<file path="src/f2dt_pkg.sv">
`default_nettype none
package f2dt_pkg;

  localparam int unsigned QDEPTH = 2;
  localparam int unsigned QAW    = 1;

  localparam logic [6:0] CH_MINUS = 7'h2D;
  localparam logic [6:0] CH_DOT   = 7'h2E;
  localparam logic [6:0] CH_ZERO  = 7'h30;
  localparam logic [6:0] CH_NINE  = 7'h39;

  localparam logic [3:0] PLACES_RESET = 4'd6;
  localparam logic [3:0] FRAC_DIGITS  = 4'd9;

  // classified item handed from front to back
  typedef struct packed {
    logic        neg;
    logic        inf;
    logic [31:0] ipart;
    logic [31:0] fpart;
  } item_t;

  function automatic logic [6:0] inf_char(input logic [2:0] idx);
    logic [6:0] c;
    case (idx)
      3'd0: c = 7'h49;
      3'd1: c = 7'h6E;
      3'd2: c = 7'h66;
      3'd3: c = 7'h69;
      3'd4: c = 7'h6E;
      3'd5: c = 7'h69;
      3'd6: c = 7'h74;
      3'd7: c = 7'h79;
      default: c = 7'h79;
    endcase
    return c;
  endfunction

endpackage
`default_nettype wire

</file>
<file path="src/f2dt_front.sv">
`default_nettype none
// splits the float into integer and fraction words and queues the item
module f2dt_front (
  input  wire logic               clk_i,
  input  wire logic               rst_ni,
  input  wire logic               start_i,
  input  wire logic [31:0]        float_bits_i,
  output logic                    full_o,
  input  wire logic               pop_i,
  output logic                    avail_o,
  output f2dt_pkg::item_t         item_o
);

  f2dt_pkg::item_t  mem_q [f2dt_pkg::QDEPTH];
  logic [f2dt_pkg::QAW-1:0] wp_q, rp_q;
  logic [f2dt_pkg::QAW:0]   cnt_q;
  f2dt_pkg::item_t  cls;
  logic [7:0]       rexp;
  logic [63:0]      pair, shl, shr;
  logic             push;

  always_comb begin
    rexp = float_bits_i[30:23];
    pair = {32'd1, float_bits_i[22:0], 9'd0};
    shl  = pair << (rexp - 8'd127);
    shr  = pair >> (8'd127 - rexp);
    cls.neg = float_bits_i[31];
    cls.inf = (rexp == 8'hFF);
    if (rexp >= 8'd127) begin
      cls.ipart = shl[63:32];
      cls.fpart = shl[31:0];
    end else begin
      cls.ipart = shr[63:32];
      cls.fpart = shr[31:0];
    end
  end

  assign full_o  = (cnt_q == (f2dt_pkg::QAW+1)'(f2dt_pkg::QDEPTH));
  assign avail_o = (cnt_q != '0);
  assign push    = start_i && !full_o;
  assign item_o  = mem_q[rp_q];

  always_ff @(posedge clk_i) begin
    if (push) begin
      mem_q[wp_q] <= cls;
    end
  end

  always_ff @(posedge clk_i or negedge rst_ni) begin
    if (!rst_ni) begin
      wp_q  <= '0;
      rp_q  <= '0;
      cnt_q <= '0;
    end else begin
      if (push) begin
        wp_q <= wp_q + 1'b1;
      end
      if (pop_i) begin
        rp_q <= rp_q + 1'b1;
      end
      cnt_q <= cnt_q + (f2dt_pkg::QAW+1)'(push) - (f2dt_pkg::QAW+1)'(pop_i);
    end
  end

endmodule
`default_nettype wire

</file>
<file path="config.mk">
export PLATFORM = sky130hd
export DESIGN_NAME = f2dt_front
export DESIGN_NICKNAME = d
export VERILOG_FILES = /design/src/f2dt_pkg.sv /design/src/f2dt_front.sv
export SDC_FILE = /design/constraint.sdc
export NUM_CORES = 1
export LEC_CHECK = 0
export BUFFER_PORTS_ARGS = -buffer_cell sky130_fd_sc_hd__buf_2
export CELL_PAD_IN_SITES_DETAIL_PLACEMENT = 1
export CELL_PAD_IN_SITES_GLOBAL_PLACEMENT = 1
export CORE_ASPECT_RATIO = 1.75
export CORE_MARGIN = 8
export CORE_UTILIZATION = 25
export DETAILED_ROUTE_END_ITERATION = 8
export GPL_ROUTABILITY_DRIVEN = 0
export PLACE_DENSITY_LB_ADDON = 0.25
export SYNTH_ARGS = -nofsm -noshare
export SYNTH_HDL_FRONTEND = slang
export SYNTH_SLANG_ARGS = --single-unit
</file>
<file path="constraint.sdc">
create_clock -name clk_i -period 5.1 [get_ports clk_i]
set_input_delay 0.51 -clock clk_i [delete_from_list [all_inputs] [get_ports clk_i]]
set_output_delay 0.51 -clock clk_i [all_outputs]
set_load 0.02 [all_outputs]
</file>
==> results of run 1 <==
through the flow:
| step | instances | setup slack [ns] | total power [mW] | utilization (%) |
|---|---|---|---|---|
| final | 1318 | 1.62 | 4.77 | 29.5 |
| after CTS | 1318 | 1.66 | 4.86 | 29.5 |
| after detailed placement | 1286 | 1.19 | 3.58 | 27.8 |
| after global placement | 1286 | 1.32 | 3.57 | 27.8 |
| after floorplan | 758 | 1.25 | 2.90 | - |
| after global routing | 1318 | 1.45 | 5.01 | 29.5 |
state kept, by name, summed over array words and instances (netlist names):
signal and flops:
cnt_q 2, mem_q 132, rp_q 1, wp_q 1
power by group:
group / switching [mW] / internal, mW / total (mW)
Clock: 0.454 / 0.815 / 1.27
Combinational: 1.14 / 0.679 / 1.82
Sequential: 0.134 / 1.55 / 1.68
critical path, cell delays in order:
cell and delay, ns:
buf_2 0.72, nand3_4 0.30, o21ai_1 0.62, nand2_1 0.55, a22oi_1 0.65, o22ai_1 0.22
placed cells by master (no fill, tap or decap), types with 4 or more instances in the layout:
cell type and n:
a22oi_1 4, o221ai_1 15, nor2_1 35, xnor2_1 5, a31oi_1 7, o21a_1 4, nand2b_1 8, mux2_2 93
clkbuf_16 17, nor3_1 9, and3_1 5, nand4_1 16, nor3b_1 5, a211oi_1 5, o22ai_1 31, nand2_1 59
mux4_1 4, or3_1 4, edfxtp_1 132, mux2i_1 61, a22o_1 4, a32oi_1 9, inv_1 9, nand3_1 19
o211ai_1 7, mux4_2 26, buf_4 21, a221oi_1 4, buf_2 102, o21ai_0 21, a21oi_1 18, o32ai_1 4
bufinv_16 4
worst paths after layout:
path,start,to,slack [ns],cells past startpoint
worst max register to register,cnt_q[1]$_DFF_PN0_,mem_q[0][50]$_DFFE_PP_,2.74,4
worst max-delay path,float_bits_i[25],mem_q[0][17]$_DFFE_PP_,1.62,6
worst min register to register,cnt_q[1]$_DFF_PN0_,cnt_q[1]$_DFF_PN0_,0.50,1
min in group asynchronous,rst_ni,cnt_q[0]$_DFF_PN0_,0.43,2
max in group asynchronous,rst_ni,rp_q$_DFFE_PN0P_,4.54,2
worst min-delay path,float_bits_i[31],mem_q[1][65]$_DFFE_PP_,0.28,1
kinds of logic (layout without fill, tap and decap cells):
| logic type | count (synthesis) | count (layout) |
|---|---|---|
| AOI/OAI and AO/OA | 169 | 169 |
| xor gates and xnor gates | 10 | 10 |
| adders and majority gates | 3 | 3 |
| buffers and inverters | 76 | 166 |
| DFF | 136 | 136 |
| muxes | 184 | 184 |
| and+or+nand+nor | 180 | 180 |
area by class of cell:
type                       instances  area, sq um
sequential                       136         4070
tap                              470          588
clock buffer                      19          433
timing repair buffer             124          678
fill                            3958        25300
inverter                          11         41.3
multi-input combinational        546         4620
clock inverter                    12          175
per-layer routing:
layer / global-route usage, % / up-vias / part of all wire [%]
met3: 2.37 / 73 / 3.7
met2: 27.9 / 233 / 51
li1: - / 3199 / -
met1: 17.7 / 3586 / 40
met5: 0 / - / 0.024
met4: 9.15 / 2 / 5.0
==> metrics.md, run 1 <==
| Metric | Value |
|---|---|
| DRC | `0` |
| Area of the mapped netlist | `9050 sq um` |
| Synth top cells by count | `132 x edfxtp_1, 93 x mux2_2, 61 x mux2i_1` |
| Worst slew margin | `27.2%` |
| Total gr overflow | `0` |
| Area delta synth->final | `17.1%` |
| Synth Area in Simple Gates | `9.81%` |
| Most numerous cell in the Yosys netlist | `edfxtp_1` |
| Mapped Cells | `758` |
| Initial Util | `25.2%` |
| Layout cell share with drive strength beyond 1 | `33.7%` |
| Synth Area in Compound Gates | `13.4%` |
| TritonCTS buffer count | `17` |
| # diodes | `0` |
| Final hold violations | `0` |
| Final Net Count | `875` |
| Core footprint | `35900 sq um` |
| Critical path class | `input port to flop` |
| GRT Util Overall | `15.7%` |
| Ys flop type | `edfxtp_1` |
| I/O Buffers | `103` |
| Fin Clk Skew | `0.0106 ns` |
| DRT iter0 DRCs | `413` |
| Hold Buf Count CTS | `1` |
| CP required | `5.21 ns` |
| Critical Path End Type | `flop` |
| CP startpoint kind | `input port` |
| Vias in the first global route | `7479` |
| Synth top area share | `43.8%` |
| EDFF count, synth | `132` |
| Io pins | `104` |
| PostCTS Resize Cnt | `0` |
| Seq/Total Area, Yosys | `44.9%` |
| Mean Syn Cell Area | `11.9 sq um` |
| Setup Viol. Count Final | `0` |
| Arr. time, crit path | `3.59 ns` |
| Via count | `7093` |
| Post-CTS Setup Inserts | `0` |
| CTS tree | `built` |
| Fmax achieved | `0.288 GHz` |
| Post-synthesis xor/xnor area fraction | `1.13%` |
| Die Height | `268 um` |
| Initial antenna violation count | `1` |
| Synth top area cells | `edfxtp_1 44%, mux2_2 12%, mux2i_1 6.7%` |
| Max FO, Critical Path | `43` |
| Worst-margin pin slew | `1.09 ns` |
| Fin Hold WS | `0.283 ns` |
| First-pass GRT wire length | `50600 um` |
| Die width | `160 um` |
| Die area | `42800 sq um` |
| Final worst-path cycle share | `68.1%` |
| Sink Count | `136` |
| CTS root buffer | `clkbuf_16` |
| Max VDD drop | `251 uV` |
| Antenna-violating nets left | `0` |
| Hpwl dp | `26300 um` |
| Post-route setup TNS | `0 ns` |
| Yosys warns | `0` |
| Leading area contributor after synthesis | `edfxtp_1` |
| Total of max-cap violations | `0` |
| Main combinational cell family by area after synthesis | `multiplexers` |
| Routed wire length | `34000 um` |
| Net Count, Synth | `797` |
| Placed Area | `9980 sq um` |
| WL/cell | `25.8 um` |
| Htree depth | `4` |
| Clock Latency Late Sink | `0.42 ns` |
| Worst hold path class | `input port to flop` |
| Crit path time final | `3.48 ns` |
| Design Area, Final | `10600 sq um` |
| Status | `complete, no violations` |
| Vias per cell | `5.38` |
| RSZ-0062 raised after global routing | `false` |
| Largest net degree at the start of global routing | `47` |
| Clk slew on worst S/H paths | `0.06 ns` |
| Leak pwr | `3.75 nW` |
| Pre-antenna DRT Iters | `5` |
| Row cnt | `92` |
| Asr flop ratio synth | `2.94%` |
| Final max-slew violation count | `0` |
| Yosys cell types | `72` |
| FF+latch count, synth | `136` |
| Pwr/cell area | `450 nW/um^2` |
| Adder-cell share of the synthesized area | `0.415%` |
| Clock Path Buffers | `2` |
| Post-synthesis mux area share | `25.9%` |
Power figures use the tool's default switching activity.
==> run 2: changes to the inputs <==
clock period = 3.6 ns   (was 5.1 ns; I/O delays follow)
==> run 2 against run 1 <==
Effect of this change:
- clock power grew 31%
- clock skew decreased by 0.0019 ns
- flip-flop and latch count unchanged
- cell count increased by 1.3%
- setup slack worse by 0.83 ns
- clock-buffer cell count down 1
- critical path type unchanged
- sequential share of layout area shrank 0.51 points
- global-route usage shrank 0.16 points
==> metrics.md, run 2 (same netlist as run 1, synthesis figures left out) <==
| Metric | Value |
|---|---|
| Status | `complete, no violations` |
| RSZ-0062 raised after global routing | `false` |
| Hold Path End | `mem_q[0][65]$_DFFE_PP_` |
| Io pins | `104` |
| Final cell count without fillers | `1335` |
| Commonest cells after routing, fill and taps aside | `132 x edfxtp_1, 102 x buf_2, 93 x mux2_2` |
| Clock Path Buffers | `2` |
| TritonCTS buffer count | `17` |
| Core footprint | `35900 sq um` |
| # fillers | `4041` |
| Critical Path End Type | `flop` |
| Final worst-path cycle share | `78.0%` |
| Worst slew margin | `40.9%` |
| Initial antenna violation count | `3` |
| CTS tree | `built` |
| Pre-antenna DRT Iters | `4` |
| Sink Count | `136` |
| GRT Util Overall | `15.6%` |
| Max stage delay on crit path | `0.71 ns` |
| Max VDD drop | `324 uV` |
| Die area | `42800 sq um` |
| Commonest non-fill, non-tap cell in the layout | `edfxtp_1` |
| Cell at the slowest stage of the critical path | `o21ai_0` |
| Worst hold path cell count | `1` |
| Fin Clk Skew | `0.00874 ns` |
| Clock Latency Late Sink | `0.42 ns` |
| Hpwl dp | `26200 um` |
| Setup Viol. Count Final | `0` |
| Final hold violations | `0` |
| Vias in the first global route | `7471` |
| Critical path class | `input port to flop` |
| Reg area | `4070 sq um` |
| Fmax achieved | `0.356 GHz` |
| Crit-path cells | `buf_4 -> ha_1 -> xnor2_2 -> buf_4 -> mux4_2 -> nor2_1 -> o21ai_0 -> o22ai_1` |
| Arr. time, crit path | `2.93 ns` |
| Kind of cell adding the most delay to the critical path | `compound AO/OA/AOI/OAI gates` |
| Layout cell share with drive strength beyond 1 | `35.2%` |
| Launching point of the worst reg2reg path | `cnt_q[1]$_DFF_PN0_` |
| DP Cell Count | `1301` |
| Total gr overflow | `0` |
| Largest net degree at the start of global routing | `79` |
| CP required | `3.72 ns` |
| Multi-input gate area | `4620 sq um` |
| Max FO, Critical Path | `14` |
| Tot Pwr | `6.68 mW` |
| Total of max-cap violations | `0` |
| Reg2reg end | `mem_q[1][43]$_DFFE_PP_` |
| Die width | `160 um` |
| Routed wire length | `33600 um` |
| Crit path time final | `2.81 ns` |
| DRC | `0` |
| Antenna-violating nets left | `0` |
| Number of flip-flops under the largest register name | `132` |
| Worst reg2reg path depth | `3` |
| Area delta synth->final | `18.6%` |
| Leak pwr | `3.82 nW` |
| Biggest register | `mem_q` |
| R2r setup slk | `1.68 ns` |
| Die Height | `268 um` |
| Worst hold path class | `input port to flop` |
| CTS root buffer | `clkbuf_16` |
| Final Net Count | `890` |
| First-pass GRT wire length | `50000 um` |
| CP most frequent cell | `buf_4` |
| HP Start | `float_bits_i[31]` |
| Row cnt | `92` |
| Vias per cell | `5.24` |
| CP startpoint kind | `input port` |
| Htree depth | `4` |
| Via count | `7000` |
| WL/cell | `25.2 um` |
| Buf+Inv Stages, Crit Path | `2` |
| DRT iter0 DRCs | `335` |
| Regs by FF count | `mem_q (132), cnt_q (2)` |
| I/O Buffers | `103` |
| Initial Util | `25.2%` |
| Layout Utilization | `29.9%` |
| Fin Hold WS | `0.130 ns` |
| Pwr/cell area | `622 nW/um^2` |
| Worst-margin pin slew | `0.877 ns` |
| Final max-slew violation count | `0` |
| Clk slew on worst S/H paths | `0.06 ns` |
| Post-route setup TNS | `0 ns` |
| PostCTS Resize Cnt | `0` |
[run 2: worst max path at each step]
stage                                   from                endpoint  slack (ns)  cells after the start
after CTS                   float_bits_i[23]  mem_q[1][20]$_DFFE_PP_        0.78                      8
after global placement      float_bits_i[23]  mem_q[0][20]$_DFFE_PP_        0.27                      8
after global routing        float_bits_i[23]  mem_q[1][20]$_DFFE_PP_        0.70                      8
after detailed placement    float_bits_i[23]  mem_q[1][20]$_DFFE_PP_        0.33                      8
after floorplan           cnt_q[1]$_DFF_PN0_   mem_q[0][0]$_DFFE_PP_        0.87                      3
final                       float_bits_i[23]  mem_q[0][20]$_DFFE_PP_        0.79                      8
[run 2: report_power, final]
part	internal, mW	switching (mW)
Combinational	1.01	1.67
Sequential	2.19	0.134
Clock	0.967	0.703
Total	4.17	2.51
[run 2: layout make-up]
class	instances	area share [%]
multi-input combinational	546	43.0
tap	470	5.48
timing repair buffer	139	7.95
antenna	1	0.0233
sequential	136	37.9
clock buffer	18	4.00
inverter	11	0.385
clock inverter	14	1.33
[run 2: routing by layer]
metal  GRT usage [%]  up-vias  routed length (um)
li1                -     3224                   -
met1            17.3     3526               13400
met2            27.7      181               17200
met3            2.46       65                1110
met4            9.23        4                1790
met5               0        -                  25
[run 2: what timing repair did]
item,CTS,global route
hold endpoints to repair,4,0
setup buffers,0,0
endpoints found under the setup margin,0,0
hold buffers,1,0
[run 2: metrics by stage]
step                      setup WS (ns)  cell area (sq um)
final                             0.791              10700
after floorplan                   0.867               9050
after global placement            0.267              10200
after global routing              0.703              10700
after CTS                         0.783              10700
after detailed placement          0.328              10200
